File: src/design/vsp_ram.sv
// Simple dual-port RAM: one write port, one registered read port.
module vsp_ram #(
    parameter int DW    = 32,
    parameter int DEPTH = 64
) (
    input  logic                     aclk,
    input  logic                     we,
    input  logic [$clog2(DEPTH)-1:0] waddr,
    input  logic [DW-1:0]            wdata,
    input  logic [$clog2(DEPTH)-1:0] raddr,
    output logic [DW-1:0]            rdata
);
    logic [DW-1:0] mem [DEPTH];

    always_ff @(posedge aclk) begin
        if (we) begin
            mem[waddr] <= wdata;
        end
        rdata <= mem[raddr];
    end
endmodule

File: config.mk
export PLATFORM = sky130hd
export DESIGN_NAME = vsp_ram
export DESIGN_NICKNAME = d
export VERILOG_FILES = /design/src/design/vsp_ram.sv
export SDC_FILE = /design/constraint.sdc
export NUM_CORES = 2
export LEC_CHECK = 0
export ABC_AREA = 1
export BUFFER_PORTS_ARGS = -buffer_cell sky130_fd_sc_hd__buf_2
export CORE_ASPECT_RATIO = 1.75
export CORE_UTILIZATION = 45
export CTS_CLUSTER_DIAMETER = 120
export DETAILED_ROUTE_END_ITERATION = 8
export SETUP_SLACK_MARGIN = 0.5
export SLEW_MARGIN = 5
export SYNTH_ARGS = -nofsm -noshare
export SYNTH_HDL_FRONTEND = slang
export SYNTH_SLANG_ARGS = --single-unit
File: constraint.sdc
create_clock -name aclk -period 5.5 [get_ports aclk]
set_input_delay 1.1 -clock aclk [delete_from_list [all_inputs] [get_ports aclk]]
set_output_delay 1.1 -clock aclk [all_outputs]
set_load 0.1 [all_outputs]
==> impl_metrics.ini <==
[run_status]
status = finished, final reports clean

[synth]
synthMuxAreaShare_pct = 0
synth_xor_area_share_pct = 0
synthSimpleGateAreaFrac_pct = 22.1
ys_seq_area_share_pct = 75.1
yosys_warnings = 0
synth_top_family_by_area = simple AND/OR/NAND/NOR gates
synth_cell_type_count = 16
syn_area_per_cell_um2 = 12.2
syn-cell-area_um2 = 82700
synth_fa_ha_area_share_pct = 0
synth-seq-cells = 2080
synthCells = 6769
synth_compound_area_share_pct = 0
synth_fp_nets = 6815

[placement]
gp_congestion = 0.863
place_ws_ns = 1.34
port_buffers = 77
dp_hpwl_um = 130000

[floorplan]
start_util_pct = 45.4
core.rowCount = 207
chipWidth_um = 326
die_h_um = 569
io_pins = 78
die-area_um2 = 186000
coreArea_um2 = 182000

[critical_path]
r2r_cells = 8
critPathSlowestCell = nor2_4
cp.required_ns = 5.93
cp_num_buf_inv = 2
path_cells = buf_2, inv_1, nand4_1, nor2_4
crit_path_max_incr_delay_ns = 1.24
crit_fanout = 32
path_class = in2reg
cp_num_cells = 4
start_kind = input port
worstSetupEndpointType = flip-flop
worstPathArrival_ns = 3.76
path_delay_family = simple AND/OR/NAND/NOR gates

[sta]
max_freq_mhz = 300
finClkSkew_ns = 0.0492
slew-limit-headroom_pct = 19.4
fin_crit_sh_pct = 60.7
tns_ns = 0
worst_slack_ns = 2.16
hold_viol = 0
maxSlewViolCount = 0
period_needed_ns = 3.34
rsz0062_at_grt = false
worstMarginPinSlew_ns = 1.21
setup_viol = 0

[clocking]
numCtsBuffers = 183
clock-sinks = 2080
cts_buffer_depth = 4
clk_pin_slew_ns = 0.06
root_buffer = clkbuf_16
post_cts_resized = 0
clk_latency_ns = 0.83
postCtsHoldBufs = 0
htree_levels = 4
cts_tree = built
cts_setup_buffers = 0

[global_route]
grt_pass1_vias = 50700
global_route.overflow_total = 0
antenna_found_initial = 12
track_usage_pct = 24.4
grt_pass1_wl_um = 336000
grt_max_degree = 220

[cells_and_area]
n_fill_cell = 15600
finalNetCount = 6769
multiInputGateArea_um2 = 18800
area_delta_synth_final_pct = 10.9
seqCellArea_um2 = 62100
drive_above_1_share_pct = 8.02

[routing]
drt_iter0_drc = 5323
dr.pass1.iters = 5
via_count = 52300
wl_um = 229000
viasPerCell = 5.65
ant_nets = 0
drc = 0
routedWlPerCell_um = 24.7

[power_and_ir_drop]
irDropWorstVdd_v = 0.000266
p_leak_nw = 31.9
powerDensity_nw_per_um2 = 356

[min_path]
worstHoldPathCells = 1
hold_path.class = in2reg

[flow_run]
max_cap_viol_count = 0
[per-layer routing]
metal / track usage (%) / vias up / wire, um
met5: 0 / - / 39
met4: 8.92 / 6 / 8380
met3: 2.64 / 422 / 13100
met2: 44.9 / 1810 / 123000
met1: 29.2 / 26100 / 84800
li1: - / 24000 / -
[cell families after synthesis]
| logic type | count (synthesis) |
|---|---|
| flops | 2080 |
| buf+inv | 461 |
| simple gates | 4228 |
[cell usage after synthesis]
library cell | count | area (um2)
buf_4 | 45 | 338
buf_8 | 2 | 30.0
nand4_1 | 9 | 56.3
buf_2 | 282 | 1410
nor4_1 | 8 | 50.1
clkbuf_1 | 77 | 289
inv_1 | 9 | 33.8
inv_4 | 1 | 6.26
buf_6 | 3 | 33.8
nand2_1 | 2248 | 8440
inv_2 | 2 | 7.51
nand3_1 | 1907 | 9540
nor2_1 | 56 | 210
buf_1 | 40 | 150
dfxtp_1 | 32 | 641
edfxtp_1 | 2048 | 61500
[cell type report]
cell class                 count  area share (%)
antenna                        5          0.0136
timing repair buffer         218            2.07
sequential                  2080            67.7
inverter                      12          0.0900
clock buffer                 229            5.35
tap                         2403            3.28
multi-input combinational   4228            20.5
clock inverter                94           0.998
[path summary, 6_finish.rpt]
check	startpoint	to	slack [ns]
worst min-delay path	wdata[4]	mem[52][4]	0.72
worst max register to register	mem[7][0]	rdata[0]	3.86
worst min register to register	mem[44][2]	rdata[2]	0.81
worst max-delay path	waddr[2]	mem[11][20]	2.16
[placed cells by master (no fill, tap or decap), types with 3 or more instances in the layout]
cell type and count:
nand2_1 2248, edfxtp_1 2048, nand3_1 1907, clkbuf_16 186
buf_4 123, buf_2 60, nor2_4 56, clkinv_2 36
clkbuf_1 34, dfxtp_1 32, buf_12 31, clkinv_1 26
bufinv_16 17, clkinvlp_4 12, nand4_1 9, clkbuf_8 9
nor4_2 8, inv_1 7, diode_2 5, inv_6 3
buf_8 3
[worst reg2reg max path, delay by kind of cell (launching register included)]
family | cells | cell delay [ns]
flops | 1 | 0.38
simple gates | 8 | 1.11
[report_power, final]
part	total [mW]	switching [mW]	leakage [nW]	internal, mW
logic	2.23	1.75	10.4	0.475
clock network	12.8	5.67	2.84	7.12
registers	17.6	0.0674	18.7	17.5
[per-stage QoR]
step                      total power [mW]  instances  area [um2]  util, %  hold WS [ns]
after floorplan                       19.2       6769       82700        -         0.721
after global placement                20.2       8941       85900     47.2         0.787
final                                 32.6       9269       91700     50.4         0.722
after detailed placement              20.2       8941       85900     47.2         0.804
after CTS                             32.8       9264       91700     50.4         0.698
after global routing                  33.4       9265       91700     50.4         0.734
[state kept, by name, indices dropped and copies added, names as in the netlist]
name	cells
mem	2048
rdata	32
Note: power is estimated with default switching activity, not from simulation.
